===== src/sv/mtsm_pkg.sv =====
// Shared constants, codes, command/status structs and helpers for the mesh tension strain map.
// Used by every interface and module of the block; depends on nothing.
package mtsm_pkg;

   localparam int MAX_VERTICES = 1024;
   localparam int VERTEX_BITS  = 10;
   localparam int COORD_BITS   = 24;
   localparam int SUM_BITS     = 32;
   localparam int VAL_BITS     = 8;
   localparam int MAG_BITS     = 24;
   localparam int SQ_BITS      = 50;
   localparam int LOG_FRAC     = 24;
   localparam int EXP_BITS     = 6;
   localparam int LOG_BITS     = EXP_BITS + LOG_FRAC;
   localparam int MANT_BITS    = 31;
   localparam int DIV_BITS     = 32;
   localparam int STRAIN_BITS  = 24;
   localparam int COLOR_BITS   = 16;
   localparam int CSR_IDX_BITS = 2;
   localparam int CSR_DATA_BITS = 16;
   localparam int NUM_TERMS    = 6;

   localparam logic [31:0] LN2_Q32 = 32'd2977044472;
   localparam logic [15:0] CONTRAST_RESET = 16'd256;
   localparam logic [STRAIN_BITS-1:0] STRAIN_NEG_LIMIT = 24'h800000;
   localparam logic [STRAIN_BITS-1:0] STRAIN_POS_LIMIT = 24'h7FFFFF;
   localparam logic [VAL_BITS-1:0] VAL_MAX = 8'hFF;

   typedef enum logic [1:0] {
      REQ_LOAD  = 2'd0,
      REQ_EDGE  = 2'd1,
      REQ_READ  = 2'd2,
      REQ_CLEAR = 2'd3
   } req_code_type;

   typedef enum logic [1:0] {
      CSR_COLOR_MODE = 2'd0,
      CSR_CONTRAST   = 2'd1
   } csr_reg_type;

   typedef enum logic [1:0] {
      MODE_RGB  = 2'd0,
      MODE_GRB  = 2'd1,
      MODE_BGR  = 2'd2,
      MODE_RAMP = 2'd3
   } color_mode_type;

   typedef enum logic [1:0] {
      STAT_OK         = 2'd0,
      STAT_NO_EDGES   = 2'd1,
      STAT_DEGENERATE = 2'd2
   } status_code_type;

   typedef enum logic [4:0] {
      ST_CLEAR, ST_IDLE,
      ST_E_RDA, ST_E_RDB, ST_E_SQI, ST_E_SQ, ST_E_CHK,
      ST_E_LOGP, ST_E_LOGRS, ST_E_LOGR, ST_E_MUL, ST_E_RND,
      ST_U_RDA, ST_U_WRA, ST_U_RDB, ST_U_WRB,
      ST_R_RD, ST_R_DIVS, ST_R_DIV, ST_R_SAT, ST_R_MUL, ST_R_OUT
   } state_type;

   typedef enum logic [1:0] {
      LG_IDLE, LG_NORM, LG_SQ
   } log_phase_type;

   typedef struct packed {
      logic signed [COORD_BITS-1:0] rest_x;
      logic signed [COORD_BITS-1:0] rest_y;
      logic signed [COORD_BITS-1:0] rest_z;
      logic signed [COORD_BITS-1:0] pose_x;
      logic signed [COORD_BITS-1:0] pose_y;
      logic signed [COORD_BITS-1:0] pose_z;
   } pos_word_type;

   typedef struct packed {
      logic                       deg;
      logic [VAL_BITS-1:0]        val;
      logic signed [SUM_BITS-1:0] sum;
   } acc_word_type;

   typedef struct packed {
      logic capture;
      logic load_we;
      logic pos_rd;
      logic sel_b;
      logic latch_a;
      logic sq_init;
      logic sq_step;
      logic chk;
      logic log_start;
      logic log_rest;
      logic keep_logp;
      logic diff_edge;
      logic mul_edge;
      logic rnd_edge;
      logic acc_rd;
      logic acc_wr;
      logic div_start;
      logic sat_read;
      logic mul_read;
      logic rsp_load;
      logic clear_step;
   } cmd_type;

   typedef struct packed {
      logic sq_done;
      logic zero_len;
      logic log_busy;
      logic log_done;
      logic div_busy;
      logic div_done;
      logic clear_last;
   } sts_type;

   function automatic logic signed [SUM_BITS-1:0] sat_sum(input logic signed [SUM_BITS:0] v);
      logic signed [SUM_BITS-1:0] r;
      if (v[SUM_BITS] != v[SUM_BITS-1]) begin
         r = v[SUM_BITS] ? {1'b1, {(SUM_BITS-1){1'b0}}} : {1'b0, {(SUM_BITS-1){1'b1}}};
      end else begin
         r = v[SUM_BITS-1:0];
      end
      return r;
   endfunction

   function automatic logic [COLOR_BITS-1:0] clamp16(input logic signed [33:0] v);
      logic [COLOR_BITS-1:0] r;
      if (v < 0) begin
         r = '0;
      end else if (v > 34'sd65535) begin
         r = '1;
      end else begin
         r = v[COLOR_BITS-1:0];
      end
      return r;
   endfunction

endpackage


===== src/sv/mtsm_ctrl.sv =====
// Controller state machine: sequences loads, edges, reads and clear sweeps.
// Depends on mtsm_pkg; drives the datapath through cmd_type, watches sts_type.
module mtsm_ctrl (
   input  logic               clock,
   input  logic               reset,
   input  logic               req_valid,
   input  logic [1:0]         req_type,
   output logic               req_ready,
   output logic               rsp_valid,
   input  logic               rsp_ready,
   input  mtsm_pkg::sts_type  sts,
   output mtsm_pkg::cmd_type  cmd
);
   mtsm_pkg::state_type state_ff, state_in;
   logic                rsp_valid_ff;
   logic                accept;

   assign accept = req_valid && req_ready;

   always_ff @(posedge clock) begin
      if (reset) begin
         state_ff     <= mtsm_pkg::ST_CLEAR;
         rsp_valid_ff <= 1'b0;
      end else begin
         state_ff <= state_in;
         if (cmd.rsp_load) begin
            rsp_valid_ff <= 1'b1;
         end else if (rsp_ready) begin
            rsp_valid_ff <= 1'b0;
         end
      end
   end

   // next state
   always_comb begin
      state_in = state_ff;
      case (state_ff)
         mtsm_pkg::ST_CLEAR: if (sts.clear_last) state_in = mtsm_pkg::ST_IDLE;
         mtsm_pkg::ST_IDLE: begin
            if (accept) begin
               case (mtsm_pkg::req_code_type'(req_type))
                  mtsm_pkg::REQ_EDGE:  state_in = mtsm_pkg::ST_E_RDA;
                  mtsm_pkg::REQ_READ:  state_in = mtsm_pkg::ST_R_RD;
                  mtsm_pkg::REQ_CLEAR: state_in = mtsm_pkg::ST_CLEAR;
                  default:             state_in = mtsm_pkg::ST_IDLE;
               endcase
            end
         end
         mtsm_pkg::ST_E_RDA:   state_in = mtsm_pkg::ST_E_RDB;
         mtsm_pkg::ST_E_RDB:   state_in = mtsm_pkg::ST_E_SQI;
         mtsm_pkg::ST_E_SQI:   state_in = mtsm_pkg::ST_E_SQ;
         mtsm_pkg::ST_E_SQ:    if (sts.sq_done) state_in = mtsm_pkg::ST_E_CHK;
         mtsm_pkg::ST_E_CHK:   state_in = sts.zero_len ? mtsm_pkg::ST_U_RDA : mtsm_pkg::ST_E_LOGP;
         mtsm_pkg::ST_E_LOGP:  if (sts.log_done) state_in = mtsm_pkg::ST_E_LOGRS;
         mtsm_pkg::ST_E_LOGRS: state_in = mtsm_pkg::ST_E_LOGR;
         mtsm_pkg::ST_E_LOGR:  if (sts.log_done) state_in = mtsm_pkg::ST_E_MUL;
         mtsm_pkg::ST_E_MUL:   state_in = mtsm_pkg::ST_E_RND;
         mtsm_pkg::ST_E_RND:   state_in = mtsm_pkg::ST_U_RDA;
         mtsm_pkg::ST_U_RDA:   state_in = mtsm_pkg::ST_U_WRA;
         mtsm_pkg::ST_U_WRA:   state_in = mtsm_pkg::ST_U_RDB;
         mtsm_pkg::ST_U_RDB:   state_in = mtsm_pkg::ST_U_WRB;
         mtsm_pkg::ST_U_WRB:   state_in = mtsm_pkg::ST_IDLE;
         mtsm_pkg::ST_R_RD:    state_in = mtsm_pkg::ST_R_DIVS;
         mtsm_pkg::ST_R_DIVS:  state_in = mtsm_pkg::ST_R_DIV;
         mtsm_pkg::ST_R_DIV:   if (sts.div_done) state_in = mtsm_pkg::ST_R_SAT;
         mtsm_pkg::ST_R_SAT:   state_in = mtsm_pkg::ST_R_MUL;
         mtsm_pkg::ST_R_MUL:   state_in = mtsm_pkg::ST_R_OUT;
         mtsm_pkg::ST_R_OUT:   if (!rsp_valid_ff || rsp_ready) state_in = mtsm_pkg::ST_IDLE;
         default:              state_in = mtsm_pkg::ST_IDLE;
      endcase
   end

   // outputs
   always_comb begin
      cmd       = '0;
      req_ready = 1'b0;
      case (state_ff)
         mtsm_pkg::ST_CLEAR: cmd.clear_step = 1'b1;
         mtsm_pkg::ST_IDLE: begin
            req_ready   = 1'b1;
            cmd.capture = accept;
            cmd.load_we = accept && (req_type == mtsm_pkg::REQ_LOAD);
         end
         mtsm_pkg::ST_E_RDA:   cmd.pos_rd = 1'b1;
         mtsm_pkg::ST_E_RDB: begin
            cmd.pos_rd  = 1'b1;
            cmd.sel_b   = 1'b1;
            cmd.latch_a = 1'b1;
         end
         mtsm_pkg::ST_E_SQI:   cmd.sq_init = 1'b1;
         mtsm_pkg::ST_E_SQ:    cmd.sq_step = 1'b1;
         mtsm_pkg::ST_E_CHK: begin
            cmd.chk       = 1'b1;
            cmd.log_start = !sts.zero_len;
         end
         mtsm_pkg::ST_E_LOGP:  cmd.keep_logp = sts.log_done;
         mtsm_pkg::ST_E_LOGRS: begin
            cmd.log_start = 1'b1;
            cmd.log_rest  = 1'b1;
         end
         mtsm_pkg::ST_E_LOGR:  cmd.diff_edge = sts.log_done;
         mtsm_pkg::ST_E_MUL:   cmd.mul_edge = 1'b1;
         mtsm_pkg::ST_E_RND:   cmd.rnd_edge = 1'b1;
         mtsm_pkg::ST_U_RDA:   cmd.acc_rd = 1'b1;
         mtsm_pkg::ST_U_WRA:   cmd.acc_wr = 1'b1;
         mtsm_pkg::ST_U_RDB: begin
            cmd.acc_rd = 1'b1;
            cmd.sel_b  = 1'b1;
         end
         mtsm_pkg::ST_U_WRB: begin
            cmd.acc_wr = 1'b1;
            cmd.sel_b  = 1'b1;
         end
         mtsm_pkg::ST_R_RD:    cmd.acc_rd = 1'b1;
         mtsm_pkg::ST_R_DIVS:  cmd.div_start = 1'b1;
         mtsm_pkg::ST_R_SAT:   cmd.sat_read = 1'b1;
         mtsm_pkg::ST_R_MUL:   cmd.mul_read = 1'b1;
         mtsm_pkg::ST_R_OUT:   cmd.rsp_load = !rsp_valid_ff || rsp_ready;
         default: ;
      endcase
   end

   assign rsp_valid = rsp_valid_ff;

   a_log_start_idle: assert property (@(posedge clock) disable iff (reset)
      cmd.log_start |-> !sts.log_busy)
      else $error("log unit started while busy");

   a_div_start_idle: assert property (@(posedge clock) disable iff (reset)
      cmd.div_start |-> !sts.div_busy)
      else $error("divider started while busy");

   a_rsp_no_overwrite: assert property (@(posedge clock) disable iff (reset)
      cmd.rsp_load |-> (!rsp_valid_ff || rsp_ready))
      else $error("result register overwritten while held");

   a_clear_sweep: assert property (@(posedge clock) disable iff (reset)
      (accept && req_type == mtsm_pkg::REQ_CLEAR) |=> (state_ff == mtsm_pkg::ST_CLEAR))
      else $error("clear request did not start the sweep");
endmodule


===== config.mk =====
export PLATFORM = sky130hd
export DESIGN_NAME = mtsm_ctrl
export DESIGN_NICKNAME = d
export VERILOG_FILES = /design/src/sv/mtsm_pkg.sv /design/src/sv/mtsm_ctrl.sv
export SDC_FILE = /design/constraint.sdc
export NUM_CORES = 1
export LEC_CHECK = 0
export BUFFER_PORTS_ARGS = -buffer_cell sky130_fd_sc_hd__buf_2
export CAP_MARGIN = 20
export CORE_MARGIN = 3
export CORE_UTILIZATION = 46
export DETAILED_ROUTE_END_ITERATION = 7
export MAX_ROUTING_LAYER = met4
export PLACE_DENSITY = 0.76
export SYNTH_ARGS = -nofsm -noshare
export SYNTH_HDL_FRONTEND = slang
export SYNTH_SLANG_ARGS = --single-unit

===== constraint.sdc =====
create_clock -name clock -period 2.6 [get_ports clock]
set_clock_uncertainty 0.1 [all_clocks]
set_input_delay 0.78 -clock clock [delete_from_list [all_inputs] [get_ports clock]]
set_output_delay 0.78 -clock clock [all_outputs]
set_load 0.1 [all_outputs]

==> flow_metrics.tcl, run 1 <==
set metrics [dict create \
    io_buffers 33 \
    ys_types 43 \
    syn_area_um2 807 \
    synth_fp_nets 127 \
    synth_edf_count 0 \
    initial_core_util_pct 51.2 \
    synth.yosys.warnings 0 \
    worst_path_end_type "output port" \
    synthDominantAreaCellType "dfxtp_1" \
    die_width_um 47.9 \
    gp_congestion 0.933 \
    yosys-top-cells-area "dfxtp_1 (15%), nor3_1 (7.4%), a21oi_1 (5.6%)" \
    error_line "[ERROR DPL-0038] Utilization greater than 100%, impossible to legalize" \
    grt_max_degree 22 \
    ys.flop_type "dfxtp_1" \
    rows 14 \
    cts_max_path_buffers 2 \
    io_pins 36 \
    lastStage "global routing" \
    postSynth.asyncResetShare_pct 0 \
    outcome "did not finish" \
    yosysSeqAreaShare_pct 14.9 \
    cts-htree-levels 1 \
    synth_top_cell_area_share_pct 14.9 \
    avgSynthCellArea_um2 7.08 \
    dp_hpwl_mm 2.75 \
    numCtsBuffers 3 \
    cts_root_buf "clkbuf_4" \
    ctsHoldBuffers 0 \
    ys_ff_latch 6 \
    cts_sinks 6 \
    die-height_um 47.9 \
    synth_cells 114 \
    postGrtWorstEndpoint "cmd[12]" \
]
what timing repair did:
item | in CTS
gates cloned | 0
setup endpoints to repair | 9
pin swaps | 0
gates resized for setup | 7
buffers inserted | 0
synthesized netlist by cell type (2+ instances only):
master	instances
nor2_1	10
nor2b_1	3
o211a_1	2
nand3b_1	3
o21ai_0	5
or3b_1	2
o31ai_1	3
a21oi_1	9
buf_1	2
buf_6	2
or3_1	3
nand2_1	5
buf_4	2
buf_2	2
nor3_1	12
inv_1	6
nand2b_1	5
dfxtp_1	6
clkbuf_1	6
or2_2	2
nor4_1	2
through the flow:
step | setup WS (ps) | std cells | TNS, ps | hold WS, ps | area, µm²
floorplan | -356 | 114 | -3010 | 573 | 971
global placement | 12.1 | 162 | 0 | 419 | 1500
detailed placement | -1.84 | 162 | -1.84 | 497 | 1500
CTS | 12.0 | 165 | 0 | 519 | 1540
cell families after synthesis:
| family | Yosys count | synth area share [%] |
|---|---|---|
| AOI/OAI and AO/OA | 30 | 29.1 |
| DFF | 6 | 14.9 |
| xor gates and xnor gates | 1 | 1.09 |
| and+or+nand+nor | 56 | 40.6 |
| buffers and inverters | 20 | 12.4 |
| muxes | 1 | 1.86 |
==> inputs of run 2 (changes only) <==
--- a/config.mk
+++ b/config.mk
@@ -7,11 +7,10 @@
 export LEC_CHECK = 0
 export BUFFER_PORTS_ARGS = -buffer_cell sky130_fd_sc_hd__buf_2
 export CAP_MARGIN = 20
-export CORE_MARGIN = 3
-export CORE_UTILIZATION = 46
+export CORE_AREA = 3 3 64 66
 export DETAILED_ROUTE_END_ITERATION = 7
-export MAX_ROUTING_LAYER = met4
-export PLACE_DENSITY = 0.76
+export DIE_AREA = 0 0 67 69
+export PLACE_DENSITY_LB_ADDON = 0.15
 export SYNTH_ARGS = -nofsm -noshare
 export SYNTH_HDL_FRONTEND = slang
 export SYNTH_SLANG_ARGS = --single-unit
==> run 2 against run 1 <==
Effect of this change: the flow now finishes without violations; area after synthesis is the same; synthesized cell count is the same.
==> flow_metrics.tcl, run 2 <==
set metrics [dict create \
    outcome "completed" \
    dieArea_mm2 0.00462 \
    clk-insertion-delay-late_ps 220 \
    synth_cells 114 \
    drt_iter0_drc 26 \
    finalCoreUtilization_pct 43.8 \
    cts_max_path_buffers 2 \
    num_vias 996 \
    ant_nets 0 \
    finalWorstSetupSlack_ps 58.9 \
    synth_edf_count 0 \
    end_kind "output pin" \
    core_mm2 0.00363 \
    post-cts-setup-buffers 0 \
    dp_hpwl_mm 2.24 \
    ctsHoldBuffers 0 \
    ys_types 43 \
    ys_ff_latch 6 \
    grt_pass1_wl_mm 4.99 \
    cts_tree "built" \
    layout_commonest_cell "buf_12" \
    gp_congestion 0.761 \
    cp.arrival_ps 1660 \
    power_density_mw_per_mm2 608 \
    maxSlewViolCount 0 \
    grt_overflow 0 \
    hp-start "rsp_valid$_SDFFE_PP0P_" \
    cts-htree-levels 1 \
    critPathMaxStageDelay_ps 330 \
    cp_cell_sequence "buf_6 -> or3_4 -> a211oi_4 -> buf_12" \
    syn_area_um2 807 \
    finalWirelength_mm 2.92 \
    setup-violations-final 0 \
    max_freq_mhz 394 \
    synth.yosys.warnings 0 \
    final_cell_mix "buf_12 (22), buf_2 (10), buf_4 (9), a21oi_1 (8)" \
    cts_root_buf "clkbuf_8" \
    avgSynthCellArea_um2 7.08 \
    ys.flop_type "dfxtp_1" \
    grt_max_degree 22 \
    synth_common_cells "nor3_1 (12), nor2_1 (10), a21oi_1 (9)" \
    whs_path_depth 2 \
    min_to "rsp_valid$_SDFFE_PP0P_" \
    drt-pass1-iter-count 4 \
    antenna_found_initial 0 \
    max_cap_viol_count 0 \
    ir_drop_v 0.000547 \
    fin_cells 195 \
    rows 22 \
    critPathMaxFanout 2 \
    yosys-top-cells-area "dfxtp_1 (15%), nor3_1 (7.4%), a21oi_1 (5.6%)" \
    wl_per_cell_um 15.0 \
    fillers 368 \
    p_leak_nw 0.597 \
    r2r_end "state_ff[2]$_SDFFE_PP0P_" \
    max_slew.worst_pin.slew_ps 494 \
    synthDominantAreaCellType "dfxtp_1" \
    fin_crit_ps 2540 \
    grt_pass1_vias 1064 \
    startpoint_type "input pin" \
    critPathSlowestCell "or3_4" \
    top_register "state_ff" \
    synth_top_cell_area_share_pct 14.9 \
    io_pins 36 \
    required_ps 1720 \
    reg2reg_depth 5 \
    dp_cells 192 \
    r2r-start "state_ff[4]$_SDFFE_PP0P_" \
    layout-area-overhead-vs-synth_pct 97.4 \
    largest_reg_flops 5 \
    slew_headroom_pct 67.1 \
    die_width_um 67 \
    fin_crit_sh_pct 97.7 \
    grtUsageTotal_pct 13.5 \
    postSynth.asyncResetShare_pct 0 \
    die-height_um 69 \
    drive_gt1_share_pct 57.8 \
    nets 162 \
    pre_cts_ws_ps -1.93 \
    num_antenna_cells 0 \
    hold_viol 0 \
    synth_fp_nets 127 \
    via_per_inst 5.11 \
    initial_core_util_pct 22.2 \
    worst-setup-path-type "in -> out" \
    yosysSeqAreaShare_pct 14.9 \
    path_clk_slew_ps 40 \
    io_buffers 33 \
    tns_ps 0 \
    min_path_type "reg -> reg" \
    drc 0 \
    numCtsBuffers 3 \
    synth.most_common_cell "nor3_1" \
    reg2reg_slack_ps 500 \
    grt_setup_unrepaired "no" \
    cts_sinks 6 \
]
## run 2: cell counts after synthesis
Identical to the previous run, type by type.
## run 2: metal layers
| layer | track usage [%] | part of all wire [%] |
|---|---|---|
| met4 | 5.18 | 1.4 |
| met5 | 0 | 0 |
| met1 | 16.6 | 42 |
| met2 | 23.0 | 53 |
| met3 | 1.95 | 3.4 |
## run 2: worst max-delay path by stage
stage,from,end,slack [ps],depth (start not counted)
2_1_floorplan,state_ff[0]$_SDFFE_PP0P_,cmd[16],-360,3
3_3_place_gp,sts[5],cmd[12],6,4
3_5_place_dp,sts[5],cmd[12],-2,4
4_1_cts,state_ff[1]$_SDFFE_PP0P_,cmd[12],10,4
5_1_grt,state_ff[3]$_SDFFE_PP0P_,cmd[1],30,5
6_report,sts[5],cmd[12],60,4
## run 2: per-stage QoR
step / instance area, µm² / hold slack [ps] / power, W
after detailed placement: 1520 / 442 / 0.000814
after CTS: 1570 / 447 / 0.000963
after floorplan: 971 / 573 / 0.000628
after global placement: 1520 / 437 / 0.000808
final: 1590 / 449 / 0.000969
after global routing: 1590 / 493 / 0.00101
## run 2: area by class of cell
type                       instances  area (µm²)  area share [%]
clock buffer                       3        41.3            2.59
timing repair buffer              44         592            37.2
tap                               48        60.1            3.77
inverter                           6        22.5            1.41
multi-input combinational         88         748            47.0
sequential                         6         129            8.09
## run 2: repair_timing
action,CTS,global route
gates resized for setup,5,6
cloned,0,0
endpoints found under the hold margin,0,0
endpoints found under the setup margin,11,7
pin swaps,2,1
## run 2: cells by family (layout without fill, tap and decap cells)
group | after synthesis | count (layout) | share of synthesized area (%)
AOI/OAI and AO/OA | 30 | 30 | 29.1
xor gates and xnor gates | 1 | 1 | 1.09
buffers and inverters | 20 | 53 | 12.4
DFF | 6 | 6 | 14.9
muxes | 1 | 1 | 1.86
and+or+nand+nor | 56 | 56 | 40.6
## run 2: critical path: cells and delay by family
| kind | cells | cell delay, ps |
|---|---|---|
| and+or+nand+nor | 1 | 330 |
| buffers and inverters | 2 | 300 |
| AOI/OAI and AO/OA | 1 | 250 |
## run 2: power by group
| part | switching [W] | internal [W] |
|---|---|---|
| Sequential | 0.0000225 | 0.000107 |
| Clock | 0.0000423 | 0.0000997 |
| Combinational | 0.000448 | 0.000250 |
Note: power is estimated with default switching activity, not from simulation.
